--- src/hdl/euler_to_rotation_matrix_assert.svh ---
// Assertion macros for the Euler-to-rotation-matrix block
`ifndef EULER_TO_ROTATION_MATRIX_ASSERT_SVH
`define EULER_TO_ROTATION_MATRIX_ASSERT_SVH

// implication checked on every edge outside reset
`define E2R_ASSERT_IMP(label, ante, cons) \
    label: assert property (@(posedge clk) disable iff (!rst_n) (ante) |-> (cons)) \
        else $error("e2r check failed");

// next-cycle implication
`define E2R_ASSERT_NEXT(label, ante, cons) \
    label: assert property (@(posedge clk) disable iff (!rst_n) (ante) |=> (cons)) \
        else $error("e2r check failed");

`endif

--- src/hdl/e2r_pkg.sv ---
// Types and constants shared by the Euler-to-rotation-matrix block
package e2r_pkg;

    localparam int TABLE_LEN = 24;
    localparam int W = 34;   // Q2.30 datapath plus headroom

    typedef struct packed {
        logic signed [15:0] yaw_angle;
        logic signed [15:0] pitch_angle;
        logic signed [15:0] roll_angle;
    } in_beat_t;

    typedef struct packed {
        logic signed [15:0] m00;
        logic signed [15:0] m01;
        logic signed [15:0] m02;
        logic signed [15:0] m10;
        logic signed [15:0] m11;
        logic signed [15:0] m12;
        logic signed [15:0] m20;
        logic signed [15:0] m21;
        logic signed [15:0] m22;
    } out_beat_t;

    function automatic logic signed [W-1:0] atan_turn(input int i);
        case (i)
            0:  atan_turn = 34'sd536870912;
            1:  atan_turn = 34'sd316933406;
            2:  atan_turn = 34'sd167458907;
            3:  atan_turn = 34'sd85004756;
            4:  atan_turn = 34'sd42667331;
            5:  atan_turn = 34'sd21354465;
            6:  atan_turn = 34'sd10679838;
            7:  atan_turn = 34'sd5340245;
            8:  atan_turn = 34'sd2670163;
            9:  atan_turn = 34'sd1335087;
            10: atan_turn = 34'sd667544;
            11: atan_turn = 34'sd333772;
            12: atan_turn = 34'sd166886;
            13: atan_turn = 34'sd83443;
            14: atan_turn = 34'sd41722;
            15: atan_turn = 34'sd20861;
            16: atan_turn = 34'sd10430;
            17: atan_turn = 34'sd5215;
            18: atan_turn = 34'sd2608;
            19: atan_turn = 34'sd1304;
            20: atan_turn = 34'sd652;
            21: atan_turn = 34'sd326;
            22: atan_turn = 34'sd163;
            23: atan_turn = 34'sd81;
            default: atan_turn = '0;
        endcase
    endfunction

endpackage

--- src/hdl/e2r_cordic.sv ---
// Pipelined sine/cosine lane: quadrant reduction, CORDIC stages, Q2.16 rounding
module e2r_cordic #(
    parameter int STAGES     = 16,
    parameter int ANGLE_BITS = 16
) (
    input  logic               clk,
    input  logic signed [15:0] angle,
    output logic signed [17:0] cos_q16,
    output logic signed [17:0] sin_q16
);
    localparam int W  = e2r_pkg::W;
    localparam int NS = (STAGES < e2r_pkg::TABLE_LEN) ? STAGES : e2r_pkg::TABLE_LEN;
    localparam logic [31:0] KEEP = ~((32'd1 << (32 - ANGLE_BITS)) - 32'd1);

    logic [31:0] phase, resid;
    logic [1:0]  quad;

    logic signed [W-1:0] x_reg [0:NS];
    logic signed [W-1:0] y_reg [0:NS];
    logic signed [W-1:0] z_reg [0:NS];
    logic [1:0]          q_reg [0:NS];
    logic signed [W-1:0] c_pre, s_pre, c_rnd, s_rnd;

    always_comb
    begin
        phase = {angle, 16'd0} & KEEP;
        quad  = 2'(((phase + 32'h4000_0000) >> 30));
        resid = phase - {quad, 30'd0};
    end

    always_ff @(posedge clk)
    begin
        x_reg[0] <= 34'sd652032874;
        y_reg[0] <= '0;
        z_reg[0] <= {{2{resid[31]}}, resid};
        q_reg[0] <= quad;
    end

    for (genvar i = 0; i < NS; i++) begin : g_stage
        always_ff @(posedge clk)
        begin
            q_reg[i+1] <= q_reg[i];
            if (!z_reg[i][W-1])
            begin
                x_reg[i+1] <= x_reg[i] - (y_reg[i] >>> i);
                y_reg[i+1] <= y_reg[i] + (x_reg[i] >>> i);
                z_reg[i+1] <= z_reg[i] - e2r_pkg::atan_turn(i);
            end
            else
            begin
                x_reg[i+1] <= x_reg[i] + (y_reg[i] >>> i);
                y_reg[i+1] <= y_reg[i] - (x_reg[i] >>> i);
                z_reg[i+1] <= z_reg[i] + e2r_pkg::atan_turn(i);
            end
        end
    end

    always_comb
    begin
        case (q_reg[NS])
            2'd0:    begin c_pre =  x_reg[NS]; s_pre =  y_reg[NS]; end
            2'd1:    begin c_pre = -y_reg[NS]; s_pre =  x_reg[NS]; end
            2'd2:    begin c_pre = -x_reg[NS]; s_pre = -y_reg[NS]; end
            default: begin c_pre =  y_reg[NS]; s_pre = -x_reg[NS]; end
        endcase
        c_rnd = (c_pre + 34'sd8192) >>> 14;
        s_rnd = (s_pre + 34'sd8192) >>> 14;
    end

    function automatic logic signed [17:0] sat(input logic signed [W-1:0] v);
        if (v > 34'sd65536)       sat = 18'sd65536;
        else if (v < -34'sd65536) sat = -18'sd65536;
        else                      sat = 18'(v);
    endfunction

    always_ff @(posedge clk)
    begin
        cos_q16 <= sat(c_rnd);
        sin_q16 <= sat(s_rnd);
    end
endmodule

--- config.mk ---
export PLATFORM = sky130hd
export DESIGN_NAME = e2r_cordic
export DESIGN_NICKNAME = d
export VERILOG_FILES = /design/src/hdl/euler_to_rotation_matrix_assert.svh /design/src/hdl/e2r_pkg.sv /design/src/hdl/e2r_cordic.sv
export SDC_FILE = /design/constraint.sdc
export NUM_CORES = 2
export LEC_CHECK = 0
export ABC_CLOCK_PERIOD_IN_PS = 7200
export BUFFER_PORTS_ARGS = -buffer_cell sky130_fd_sc_hd__buf_2
export CAP_MARGIN = 20
export CORE_MARGIN = 2
export CORE_UTILIZATION = 40
export CTS_BUF_LIST = sky130_fd_sc_hd__clkbuf_8
export DETAILED_ROUTE_END_ITERATION = 7
export HOLD_SLACK_MARGIN = 0.05
export PLACE_DENSITY = 0.53
export SLEW_MARGIN = 20
export SYNTH_ARGS = -nofsm -noshare
export SYNTH_HDL_FRONTEND = slang
export SYNTH_SLANG_ARGS = --single-unit
export TNS_END_PERCENT = 100
--- constraint.sdc ---
create_clock -name clk -period 7.2 [get_ports clk]
set_clock_uncertainty 0.2 [all_clocks]
set_input_delay 0.72 -clock clk [delete_from_list [all_inputs] [get_ports clk]]
set_output_delay 0.72 -clock clk [all_outputs]
set_load 0.01 [all_outputs]
* Word level (Yosys, flattened, before mapping)
Memory sizes are Yosys's and may differ from the RTL's.
Cells that the tools add are included.
** Cells by class
- Add/subtract/negate cells :: 101
- Order comparisons :: 4
- Eq/ne operators :: 2
- Muxes and demuxes :: 84
- Bitwise operators :: 48
- Reductions and logical operators :: 3
** Operators by type and width (number)
- $mux 34 :: 48
- $pmux 34 s3 :: 2
- $add 34x15->34 const B :: 2
- $add 34x19->34 :: 2
- $add 34x20->34 :: 2
- $add 34x21->34 :: 2
- $add 34x22->34 :: 2
- $add 34x23->34 :: 2
- $add 34x24->34 :: 2
- $add 34x25->34 :: 2
- $add 34x26->34 :: 2
- $add 34x27->34 :: 2
- $add 34x28->34 :: 2
- $add 34x29->34 :: 2
- $add 34x30->34 :: 2
- $add 34x31->34 :: 2
- $add 34x32->34 :: 2
- $add 34x33->34 :: 2
- $neg 34->34 :: 2
- $sub 34x19->34 :: 2
- $sub 34x20->34 :: 2
- $sub 34x21->34 :: 2
- $sub 34x22->34 :: 2
- $sub 34x23->34 :: 2
- 55 further kinds :: 148
** Storage, ports and cells
- Flip-flop bits (word level) :: 36
- Memory bits (writable) :: 1768
- Bits of input ports :: 17
- Output and inout port bits :: 36
- Word-level logic and storage cells :: 250
- Memories :: 4
** Memory list
- x_reg :: words 17, bits a word 34, rd ports 17, clocked after Yosys merged registers in 0, wr ports 17, line e2r_cordic.sv:18 : logic signed [W-1:0] x_reg [0:NS];
- y_reg :: words 17, bits a word 34, rd ports 17, clocked after Yosys merged registers in 0, wr ports 17, line e2r_cordic.sv:19 : logic signed [W-1:0] y_reg [0:NS];
- z_reg :: words 17, bits a word 34, rd ports 16, clocked after Yosys merged registers in 0, wr ports 17, line e2r_cordic.sv:20 : logic signed [W-1:0] z_reg [0:NS];
- q_reg :: words 17, bits a word 2, rd ports 17, clocked after Yosys merged registers in 0, wr ports 17, line e2r_cordic.sv:21 : logic [1:0] q_reg [0:NS];

* Depth between registers and ports, before layout
An unclocked memory read counts as a cell.
- Depth in word-level cells :: 6
- Gate-level depth with buffers :: 24

* Least setup slack after synthesis
Ideal clock, no wire load.
- Path type :: reg-to-reg
- From :: memory z_reg[4][33]
- To :: memory x_reg[5][33]
- Setup time :: 72 ps
- Arrival time :: 4900 ps
- Required time :: 6928 ps
- Setup slack :: 2027 ps
- Stages on the path, launching flop included :: 19
- Path buffers :: 1
- Cell sequence :: dfxtp_1 > clkbuf_1 > clkinv_1 > nand2_1 > xnor2_1 > ha_1 > a21oi_1 > nor2b_1 > o21ai_0 > nand2b_1 > or3_1 > a211o_1 > a41oi_1 > o211a_1 > o311ai_1 > or4b_2 > a31o_2 > a21oi_1 > xnor2_1
** RTL lines (line)
- start, declared :: e2r_cordic.sv:20
- end, declared :: e2r_cordic.sv:18

==> flow_summary.toml <==
[final_layout]
synthToLayoutAreaGrowth_pct = 10.0
layout-drive-gt1-share_pct = 5.70
regArea_um2 = 30300
fill_cells = 26500
mostFrequentLayoutCells = "1497 x dfxtp_1, 1379 x ha_1, 1339 x a21oi_1, 1277 x xnor2_1, 1176 x nor2_1"
multi_input_area_um2 = 74800
largest_reg_flops = 511
final_common_cell = "dfxtp_1"
nets = 14300

[worst_setup_path]
path_cells = "nor3_1 -> nand2_1 -> nor4_1 -> nand2_1 -> nor4b_1 -> a21oi_1 -> xnor2_1 -> ha_1 -> and4_1 -> a221o_1 -> or3_1 -> o31ai_1 -> o21ai_0 -> a41oi_1 -> a2111oi_0 -> o21ai_0 -> a21o_1 -> a311o_1 -> xnor2_1"
cp_num_buf_inv = 0
start_kind = "register"
reg2reg_from = "x_reg[12][15]"
worst_r2r_path_depth = 19
path_max_fanout = 5
crit_family = "compound AO/OA/AOI/OAI gates"
critPathSlowestCell = "nor4b_1"
worstSetupEndpointType = "register"
critPathKind = "reg2reg"
worstPathRequired_ps = 7890
path_depth = 19
rrSetupSlack_ps = 1130
cp_data_arrival_time_ps = 6760
critPathLaunch = "x_reg[12][15]"
r2r-end = "y_reg[13][33]"
slowest_delay_ps = 720

[die]
start_util_pct = 40.2
pin_count = 53
die_h_um = 523
core_area_um2 = 268000
dieArea_um2 = 274000
die_w_um = 523
core.rowCount = 190

[hold_path]
holdCritStartpoint = "q_reg[2][0]"
min_to = "q_reg[3][0]"
hold_depth = 0
hp-class = "reg2reg"

[timing]
slew_viol_final = 0
max_slew.worst_pin.slew_ps = 1100
fmax_mhz = 165
rsz0062_at_grt = "false"
slew_headroom_pct = 25.7
period_minus_slack_ps = 6070
hold_viol = 0
finalSetupTns_ps = 0
finalSetupViolations = 0
fin_crit_sh_pct = 84.4

[logic_synthesis]
synth.avg_cell_area_um2 = 8.53
syn-num-nets = 14100
synth_seq_cells = 1512
synthCells = 12700
yosys_warnings = 0
synth_area_um2 = 108000
ys_seq_area_share_pct = 28.1
async_reset_ff_share_pct = 0
synth_ff_type = "dfxtp_1"
synth_edf_count = 0
synthDistinctLibCells = 92

[placed_design]
io_buffer_count = 52
dp_hpwl_mm = 241
globalplace.congestion = 0.916

[clock_tree]
post-cts-setup-buffers = 0
htree_levels = 5
clkSlewWorstSetupHoldPaths_ps = 60
cts_tree = "done"
numCtsBuffers = 285
root_buffer = "clkbuf_8"
clk_latency_ps = 1010
clockBufferDepth = 4
clock-sinks = 1512

[route]
drc = 0
num_vias = 89900
ant_nets = 0
firstDrtPassIters = 6
routedWlPerCell_um = 17.9
wl_mm = 298
via_per_inst = 5.40
drtIter0Drc = 5153

[flow_run]
drv_cap = 0

[global_route]
grt_max_degree = 71
grt_pass1_vias = 87100
grt_overflow_total = 0
grt_usage_pct = 21.1
antenna_found_initial = 7
grt_pass1_wl_mm = 471

[run_status]
outcome = "complete, no violations"
[through the flow]
stage | worst slack, ps | instance area [µm²] | util, % | std cells | hold slack (ps)
finish | 1130 | 119000 | 44.3 | 16600 | 96.8
global route | 650 | 119000 | 44.3 | 16600 | 117
CTS | 1190 | 119000 | 44.2 | 16600 | 57.2
detailed placement | 1300 | 112000 | 41.9 | 16100 | 112
global placement | 720 | 112000 | 41.9 | 16100 | 113
floorplan | 2030 | 108000 | - | 12700 | 110
[worst max path at each step]
stage	end
6_report	y_reg[13][33]
5_1_grt	y_reg[13][32]
4_1_cts	y_reg[13][33]
3_5_place_dp	y_reg[13][33]
3_3_place_gp	z_reg[9][33]
2_1_floorplan	x_reg[5][33]
[Yosys cell counts (33+ instances only)]
master	count	area, µm²
nor2b_1	186	1160
a211oi_1	105	788
nand2_1	627	2350
and3_1	92	576
clkbuf_1	141	529
buf_1	42	158
a21oi_1	1339	6700
o211ai_1	39	293
or4_1	33	248
a21boi_0	54	405
o41ai_1	46	403
ha_1	1379	17300
o31ai_1	56	420
nand2b_1	213	1330
o21a_1	179	1340
xor2_1	618	5410
a41oi_1	43	377
and2_1	74	463
inv_1	546	2050
nand3_1	209	1050
nand4_1	55	344
mux2i_1	78	781
mux2_2	66	743
dfxtp_1	1512	30300
a211o_1	39	342
a21o_1	436	3270
a31oi_1	140	876
fa_1	41	821
nor4_1	86	538
or3_1	119	744
nor3_1	410	2050
nor2_1	1176	4410
xnor2_1	1277	11200
or2_2	50	313
o21bai_1	159	1190
a2111oi_0	33	289
o21ai_0	545	2730
[layer usage]
layer | wire (µm) | track usage, % | vias up | part of all wire [%]
li1 | - | - | 45700 | -
met1 | 135000 | 26.8 | 42000 | 45
met2 | 143000 | 37.4 | 1814 | 48
met3 | 12300 | 2.36 | 479 | 4.1
met4 | 8290 | 6.26 | 2 | 2.8
met5 | 11 | 0 | - | 0.0037
[what timing repair did]
item,CTS,global route
hold buffers,16,0
resized for setup,0,0
hold endpoints to repair,16,0
[cells by family (layout without fill, tap and decap cells)]
family / Yosys count / in the layout / synth area share, %
compound gates: 3472 / 3472 / 20.2
flops: 1512 / 1512 / 28.1
mux: 147 / 147 / 1.48
xor+xnor: 1895 / 1895 / 15.4
fa+ha+maj: 1420 / 1420 / 16.8
buf+inv: 739 / 1171 / 2.58
simple gates: 3467 / 3467 / 15.6
other cells: 1 / 4 / 0.00348
[cell type report]
type                       instances  share of cell area (%)
inverter                         552                    1.75
timing repair buffer             119                   0.707
sequential                      1512                    25.5
clock inverter                   155                    1.22
multi-input combinational      10400                    63.1
tap                             3552                    3.74
clock buffer                     345                    4.00
antenna                            3                 0.00633
Power is not shown: default switching activity piles up to over one toggle a cycle in this logic, so the estimate is an artifact.
